<file path="src/rtl/csf_pkg.sv">
package csf_pkg;

  localparam logic [1:0] STATUS_OK = 2'd0;
  localparam logic [1:0] STATUS_FEW = 2'd1;
  localparam logic [1:0] STATUS_OVF = 2'd2;

  localparam logic [3:0] REG_NUM_VARS = 4'd0;

  typedef enum logic [3:0] {
    OP_IDLE,
    OP_CLEAR_AB,
    OP_ADD_TERM,
    OP_SQRT_START,
    OP_SQRT_STEP,
    OP_ADD_DIST,
    OP_DIV_START,
    OP_DIV_STEP,
    OP_POW_INIT,
    OP_POW_MUL,
    OP_POW_SHIFT,
    OP_NDIV_START,
    OP_NDIV_STEP
  } dp_op_t;

  typedef struct packed {
    dp_op_t op;
    logic   load_a;
    logic   load_b;
  } dp_cmd_t;

  typedef struct packed {
    logic step_done;
    logic pow_huge;
  } dp_stat_t;

endpackage

</file>
<file path="src/rtl/csf_ctrl.sv">
// Load sequencer and compute controller. Walks all pairs i<j, per pair
// all D coordinates, then sqrt, mean divide, power and divide by n.
module csf_ctrl #(
  parameter int MaxPoints = 64,
  parameter int MaxVars = 8
) (
  input  logic                                    clk,
  input  logic                                    rst,
  input  logic                                    in_valid,
  output logic                                    in_ready,
  input  logic [15:0]                             coord,
  input  logic                                    eop,
  input  logic                                    eoc,
  input  logic [3:0]                              num_vars,
  output logic                                    we,
  output logic [$clog2(MaxPoints*MaxVars)-1:0]    waddr,
  output logic [15:0]                             wdata,
  output logic [$clog2(MaxPoints*MaxVars)-1:0]    raddr,
  output csf_pkg::dp_cmd_t                        cmd,
  input  csf_pkg::dp_stat_t                       stat,
  output logic [19:0]                             npairs,
  output logic [10:0]                             npts,
  output logic                                    res_valid,
  output logic [1:0]                              res_status,
  output logic                                    res_sat,
  input  logic                                    res_taken
);

  localparam int AddrW = $clog2(MaxPoints * MaxVars);
  localparam int PW = $clog2(MaxPoints + 1);
  localparam int VW = $clog2(MaxVars + 1);

  typedef enum logic [4:0] {
    S_LOAD, S_FILL, S_CHECK, S_PAIR, S_RDA, S_RDB, S_LATCH, S_TERM,
    S_SQ0, S_SQ, S_ADDD, S_NEXTP, S_DIV0, S_DIV, S_PINIT, S_PMUL,
    S_PSH, S_ND0, S_ND, S_OUT
  } state_t;

  state_t state;
  logic [PW-1:0] count;
  logic [VW-1:0] cidx;
  logic          ovf;
  logic [PW-1:0] pi;
  logic [PW-1:0] pj;
  logic [VW-1:0] c;
  logic [VW-1:0] dclamp;
  logic [3:0]    k;
  logic          room;
  logic          at_b;

  assign dclamp = (32'(num_vars) < MaxVars) ? VW'(num_vars) : VW'(MaxVars);
  assign room = 32'(count) < MaxPoints;
  assign in_ready = (state == S_LOAD);
  assign npts = 11'(count);
  assign npairs = 20'(32'(count) * (32'(count) - 1) / 2);

  always_comb begin
    cmd.op = csf_pkg::OP_IDLE;
    cmd.load_a = 1'b0;
    cmd.load_b = 1'b0;
    we = 1'b0;
    waddr = AddrW'(32'(count) * MaxVars + 32'(cidx));
    wdata = coord;
    raddr = AddrW'((at_b ? 32'(pj) : 32'(pi)) * MaxVars + 32'(c));
    case (state)
      S_LOAD: we = in_valid && room && (32'(cidx) < MaxVars);
      S_FILL: begin
        we = 1'b1;
        wdata = '0;
      end
      S_CHECK: cmd.op = csf_pkg::OP_CLEAR_AB;
      S_RDB: cmd.load_a = 1'b1;
      S_LATCH: cmd.load_b = 1'b1;
      S_TERM: cmd.op = csf_pkg::OP_ADD_TERM;
      S_SQ0: cmd.op = csf_pkg::OP_SQRT_START;
      S_SQ: cmd.op = csf_pkg::OP_SQRT_STEP;
      S_ADDD: cmd.op = csf_pkg::OP_ADD_DIST;
      S_DIV0: cmd.op = csf_pkg::OP_DIV_START;
      S_DIV: cmd.op = csf_pkg::OP_DIV_STEP;
      S_PINIT: cmd.op = csf_pkg::OP_POW_INIT;
      S_PMUL: cmd.op = csf_pkg::OP_POW_MUL;
      S_PSH: cmd.op = csf_pkg::OP_POW_SHIFT;
      S_ND0: cmd.op = csf_pkg::OP_NDIV_START;
      S_ND: cmd.op = csf_pkg::OP_NDIV_STEP;
      default: begin
      end
    endcase
  end

  always_ff @(posedge clk) begin
    if (rst) begin
      state <= S_LOAD;
      count <= '0;
      cidx <= '0;
      ovf <= 1'b0;
      res_valid <= 1'b0;
      res_status <= csf_pkg::STATUS_OK;
      res_sat <= 1'b0;
      at_b <= 1'b0;
      pi <= '0;
      pj <= '0;
      c <= '0;
      k <= '0;
    end else begin
      case (state)
        S_LOAD: begin
          if (in_valid) begin
            if (32'(cidx) < MaxVars) cidx <= cidx + 1'b1;
            if (eop || eoc) begin
              if (!room) begin
                ovf <= 1'b1;
                cidx <= '0;
                if (eoc) state <= S_CHECK;
              end else if (32'(cidx) + 1 < MaxVars) begin
                cidx <= cidx + 1'b1;
                state <= S_FILL;
                k <= {3'd0, eoc};
              end else begin
                count <= count + 1'b1;
                cidx <= '0;
                if (eoc) state <= S_CHECK;
              end
            end
          end
        end
        S_FILL: begin
          if (32'(cidx) + 1 >= MaxVars) begin
            count <= count + 1'b1;
            cidx <= '0;
            state <= k[0] ? S_CHECK : S_LOAD;
          end else begin
            cidx <= cidx + 1'b1;
          end
        end
        S_CHECK: begin
          if (ovf) begin
            res_status <= csf_pkg::STATUS_OVF;
            res_sat <= 1'b0;
            res_valid <= 1'b1;
            state <= S_OUT;
          end else if (count < PW'(2)) begin
            res_status <= csf_pkg::STATUS_FEW;
            res_sat <= 1'b0;
            res_valid <= 1'b1;
            state <= S_OUT;
          end else begin
            pi <= '0;
            pj <= PW'(1);
            state <= S_PAIR;
          end
        end
        S_PAIR: begin
          c <= '0;
          state <= (dclamp == '0) ? S_SQ0 : S_RDA;
        end
        S_RDA: begin
          at_b <= 1'b1;
          state <= S_RDB;
        end
        S_RDB: begin
          at_b <= 1'b0;
          state <= S_LATCH;
        end
        S_LATCH: state <= S_TERM;
        S_TERM: begin
          c <= c + 1'b1;
          state <= (c + 1'b1 == dclamp) ? S_SQ0 : S_RDA;
        end
        S_SQ0: state <= S_SQ;
        S_SQ: if (stat.step_done) state <= S_ADDD;
        S_ADDD: state <= S_NEXTP;
        S_NEXTP: begin
          if (pj + 1'b1 < count) begin
            pj <= pj + 1'b1;
            state <= S_PAIR;
          end else if (pi + PW'(2) < count) begin
            pi <= pi + 1'b1;
            pj <= pi + PW'(2);
            state <= S_PAIR;
          end else begin
            state <= S_DIV0;
          end
        end
        S_DIV0: state <= S_DIV;
        S_DIV: if (stat.step_done) state <= S_PINIT;
        S_PINIT: begin
          k <= '0;
          state <= (dclamp == '0) ? S_ND0 : S_PMUL;
        end
        S_PMUL: if (stat.step_done) state <= S_PSH;
        S_PSH: begin
          k <= k + 1'b1;
          state <= (VW'(k + 1'b1) == dclamp) ? S_ND0 : S_PMUL;
        end
        S_ND0: state <= S_ND;
        S_ND: begin
          if (stat.step_done) begin
            res_status <= csf_pkg::STATUS_OK;
            res_sat <= stat.pow_huge;
            res_valid <= 1'b1;
            state <= S_OUT;
          end
        end
        S_OUT: begin
          if (res_taken) begin
            res_valid <= 1'b0;
            count <= '0;
            cidx <= '0;
            ovf <= 1'b0;
            state <= S_LOAD;
          end
        end
        default: state <= S_LOAD;
      endcase
    end
  end

endmodule

</file>
<file path="config.mk">
export PLATFORM = sky130hd
export DESIGN_NAME = csf_ctrl
export DESIGN_NICKNAME = d
export VERILOG_FILES = /design/src/rtl/csf_pkg.sv /design/src/rtl/csf_ctrl.sv
export SDC_FILE = /design/constraint.sdc
export NUM_CORES = 1
export LEC_CHECK = 0
export BUFFER_PORTS_ARGS = -buffer_cell sky130_fd_sc_hd__buf_4
export CAP_MARGIN = 10
export CORE_MARGIN = 10
export CORE_UTILIZATION = 53
export CTS_BUF_LIST = sky130_fd_sc_hd__clkbuf_8
export DETAILED_ROUTE_END_ITERATION = 7
export GPL_TIMING_DRIVEN = 1
export HOLD_SLACK_MARGIN = 0.1
export PLACE_DENSITY_LB_ADDON = 0.05
export SLEW_MARGIN = 10
export SYNTH_ARGS = -nofsm -noshare
export SYNTH_HDL_FRONTEND = slang
export SYNTH_SLANG_ARGS = --single-unit
</file>
<file path="constraint.sdc">
create_clock -name clk -period 5.4 [get_ports clk]
set_clock_uncertainty 0.15 [all_clocks]
set_input_delay 0.27 -clock clk [delete_from_list [all_inputs] [get_ports clk]]
set_output_delay 0.27 -clock clk [all_outputs]
set_load 0.02 [all_outputs]
</file>
After elaboration in Yosys (flattened, before gate mapping)
Index checks and enable logic that the tools add are counted.
{"block": "op_classes", "n_addsub": 11, "mul": 1, "n_lt_le_gt_ge": 8, "eq_ne": 40, "muxes": 77, "reduce_logical": 22}
{"cell": "one-hot mux 5 bit (20 select lines)", "n": 1}
{"cell": "2-to-1 mux 7 bit", "n": 14}
{"cell": "2-to-1 mux 5 bit", "n": 15}
{"cell": "2-to-1 mux 4 bit", "n": 16}
{"cell": "one-hot mux 4 bit (12 select lines)", "n": 1}
{"cell": "== test 5 x 4 -> 1 bit (second input constant)", "n": 8}
{"cell": "less-than comparator 32 x 4 -> 1 bit (second input constant)", "n": 1}
{"cell": "one-hot mux 7 bit (2 select lines)", "n": 2}
{"cell": "!= test 2 bit (second input constant)", "n": 13}
{"cell": "one-hot mux 4 bit (3 select lines)", "n": 2}
{"cell": "adder 7 x 1 -> 7 bit (second input constant)", "n": 3}
{"cell": "one-hot mux 7 bit (3 select lines)", "n": 1}
{"cell": "== test 5 x 3 -> 1 bit (second input constant)", "n": 4}
{"cell": "== test 5 bit (second input constant)", "n": 4}
{"cell": "adder 9 x 4 -> 9 bit", "n": 2}
{"cell": "multiplier 8 x 8 -> 16 bit", "n": 1}
{"cell": "2-to-1 mux 16 bit", "n": 1}
{"cell": "AND reduction 5 bit", "n": 3}
{"cell": "less-than comparator 7 bit", "n": 2}
{"cell": "adder 4 x 1 -> 4 bit (second input constant)", "n": 3}
{"cell": "2-to-1 mux 1 bit", "n": 12}
{"cell": "AND reduction 4 bit", "n": 3}
{"cell": "== test 5 x 2 -> 1 bit (second input constant)", "n": 2}
{"cell": "nonzero test 2 bit", "n": 5}
{"cell": "other kinds (26)", "n": 40}
{"block": "word_totals", "reg_bits": 44, "inputBits": 28, "out_inout_bits": 77, "elab_cells": 171}

Logic depth before layout (Yosys ltp)
{"block": "logic_depth", "ltp_word": 7, "mapped_depth": 22, "depth_no_buf": 20}

Worst setup path before layout
No wires, ideal clock.
{"block": "synth_timing", "kind": "reg2out", "from": "register count[1]", "to": "output npairs[15]", "t_arrival_ns": 5.618, "required_time_ns": 4.980, "slack_ns": -0.638, "stages_incl_launch_ff": 20, "path_buffers": 1, "path_cell_list": "dfxtp_1 -> clkinv_1 -> ha_1 -> nand3_1 -> ha_1 -> nand2b_1 -> fa_1 -> fa_1 -> inv_1 -> fa_1 -> inv_1 -> fa_1 -> inv_1 -> ha_1 -> o211ai_1 -> a21oi_1 -> a211oi_1 -> o2bb2ai_1 -> xnor2_1 -> buf_4"}
{"block": "synth_via", "elab_chain_len": 2}
{"item": "start: declaration", "line_no": "csf_ctrl.sv:40", "text": "logic [PW-1:0] count;"}
{"item": "start signal: assignment", "line_no": "csf_ctrl.sv:119", "text": "count <= count + 1'b1;"}
{"item": "start signal: assignment", "line_no": "csf_ctrl.sv:128", "text": "count <= count + 1'b1;"}
{"item": "subtractor 7 x 1 -> 8 bit", "line_no": "csf_ctrl.sv:55", "text": "assign npairs = 20'(32'(count) * (32'(count) - 1) / 2);"}
{"item": "multiplier 8 x 8 -> 16 bit (*)", "line_no": "csf_ctrl.sv:55"}
{"item": "end: declaration", "line_no": "csf_ctrl.sv:21", "text": "output logic [19:0] npairs,"}
Mark *: on every way between the ends. The rest lies on a longest branch, timed or not.

Final worst setup path
{"block": "layout_timing", "from": "register count[3]", "to": "output npairs[13]"}
Same word-level chain as after synthesis.

==> results.cfg <==
[critical_path]
critPathTopFamily = adder cells
path_buf_inv = 7
end_kind = output pin
max_stage_delay_ns = 0.53
crit_arrival_ns = 4.97
start_kind = flip-flop
crit_required_ns = 4.98
r2r_start = pi[3]$_SDFFE_PP0P_
crit_type = reg -> out
crit_path_frequent_cell = fa_1
crit_slowest_cell = fa_1
path_cells = nor3_4 > nand3_2 > ha_4 > nor2_2 > fa_1 > inv_2 > fa_1 > inv_2 > fa_1 > inv_1 > fa_1 > inv_2 > ha_4 > buf_4 > buf_4 > a311oi_4 > or3_4 > o211ai_1 > buf_4
r2r_slack_ns = 1.88
path_max_fanout = 5
timing.critical_path.from = count[3]$_SDFFE_PP0P_

[synthesis]
yosysMostFrequentCell = nor2_1
synth_seq_area_share_pct = 14.9
synth_seq_cells = 44
synthCells = 765
yosys_warnings = 0
synthTopCellsByArea = ha_1 15%, dfxtp_1 15%, fa_1 10%
yosys.area.top_type = ha_1
avgSynthCellArea_um2 = 7.73
yosysUniqueCellTypes = 69
synthFlopType = dfxtp_1
synth_area_um2 = 5920
synth_edf_count = 0
async_flop_share_pct = 0
synth_common_cells = 87 x nor2_1, 73 x inv_1, 72 x ha_1
synth_top_area_share_pct = 15.2

[timing]
finalHoldViolCount = 0
timing.final.crit_period_ns = 5.39
rsz0062_at_grt = yes
tightest_slew_ns = 0.906
setup_ws_ns = 0.0108
hold_ws_ns = 0.129
finalCritPeriodShare_pct = 99.8
max_freq_mhz = 186
slew_headroom_pct = 39.5
slew_violations = 0
setup_viol = 0
finalSetupTns_ns = 0

[global_route]
grt_pass1_vias = 5669
grt-ovfl-total = 0
grt_max_degree = 43
antenna_found_initial = 0
groute.usage.overall_pct = 19.9
grt_pass1_wl_mm = 27.5

[die]
start_util_pct = 54.3
die_y_um = 126
io_pins = 105
core_area_um2 = 10900
fp-row-count = 38
fp.dieArea_um2 = 15800
die_w_um = 126

[placed_design]
postPlaceCellArea_um2 = 6800
post-place-ws_ns = 0.0272
dp_hpwl_mm = 12.8
port_buffers = 100
gp_congestion = 0.892

[clock_tree]
ctsHtreeMaxLevel = 2
clockBufferDepth = 2
insertion_delay_ns = 0.31
cts_root_buf = clkbuf_8
cts_buffers = 5
clkTransAtPathRegs_ns = 0.10
clock-sinks = 44
cts_tree = built

[flow_run]
drv_cap = 0

[finish]
drive_gt1_share_pct = 24.4
postLayoutCellArea_um2 = 7310
nFillCells = 906
nets = 993
area_growth_pct = 23.5
num_antenna_cells = 0

[pwr]
vdd_drop_max_v = 0.000132
p_leak_uw = 0.00345
power_density_nw_per_um2 = 133
power_uw = 974

[detailed_routing]
wire_per_inst_um = 16.6
drt-initial-drc-count = 463
highest_layer = met4
vias = 5745
wl_met1_mm = 7.56
drtAntennaViolNets = 0
routed_wl_mm = 16.7
drc = 0
routed_via_density = 5.73
dr_wl_met3_mm = 1.33
dr.pass1.iters = 5
wl_met2_mm = 7.66

[hold_path]
min-delay-start = stat[1]
worstHoldPathType = in -> reg

[run_status]
status = finished, final reports clean
where the power goes:
part	internal (uW)	switching [uW]
logic	143	191
clock network	137	131
registers	335	36.4
total	615	359
worst paths after layout:
kind	cells past startpoint	endpoint
max	19	npairs[13]
min	3	res_sat$_SDFFE_PP0P_
max reg2reg	10	pj[3]$_SDFFE_PP0P_
min reg2reg	2	res_valid$_SDFFE_PP0P_
flip-flops by register name (all words and copies together) (netlist names):
signal and cells:
count 7, res_sat 1, k 4, cidx 4
res_valid 1, at_b 1, pj 7, res_status 2
c 4, ovf 1, pi 7, state 5
layout by cell type, fill, tap and decap left out, types with 20 or more instances in the layout:
| cell type | synthesis | layout |
|---|---|---|
| buf_4 | 15 | 130 |
| o21ai_0 | 22 | 21 |
| a21oi_1 | 43 | 42 |
| fa_1 | 31 | 30 |
| ha_1 | 72 | 60 |
| nor2_1 | 87 | 82 |
| dfxtp_1 | 44 | 38 |
| xnor2_1 | 27 | 24 |
| nand3_1 | 37 | 33 |
| inv_1 | 73 | 67 |
| nand2_1 | 42 | 41 |
| and2_1 | 20 | 20 |
worst reg2reg max path, stage by stage (launching register included):
cell and delay (ns):
dfxtp_1 0.58, and4_1 0.30, nand2_1 0.08, xnor2_1 0.27, ha_1 0.30, nand2_1 0.08, o21ai_0 0.07, a211oi_1 0.56
a22oi_1 0.34, a21o_1 0.37, mux2_2 0.32
layer usage:
layer  vias to the layer above  track usage [%]
met5                         -                0
met4                         0             3.25
met3                        10             5.29
met2                       206             31.4
met1                      2703             27.1
li1                       2826                -
cells by family after synthesis:
kind of cell	synth area share [%]
AND/OR/NAND/NOR	26.4
AO/OA/AOI/OAI	14.8
buffers and inverters	9.26
adder cells (fa/ha/maj)	25.7
flip-flops	14.9
XOR/XNOR	6.47
multiplexers	2.35
other	0.0634
metrics by stage:
stage	instances	utilization, %
after CTS	996	65.6
after global routing	1003	67.1
after global placement	978	62.4
after floorplan	768	-
after detailed placement	978	62.4
final	1003	67.1
cell type report:
| class | instances | area (um^2) | share of cell area (%) |
|---|---|---|---|
| inverter | 80 | 315 | 4.32 |
| tap | 140 | 175 | 2.40 |
| timing repair buffer | 133 | 1020 | 13.9 |
| clock inverter | 3 | 42.5 | 0.582 |
| multi-input combinational | 598 | 4790 | 65.6 |
| clock buffer | 5 | 68.8 | 0.942 |
| sequential | 44 | 896 | 12.3 |
repair_timing:
item,in CTS,in global routing
hold endpoints to repair,1,0
gates resized for setup,29,21
hold buffers,1,0
pin swaps,25,25
buffers inserted,9,7
setup endpoints to repair,10,10
Power figures use the tool's default switching activity.
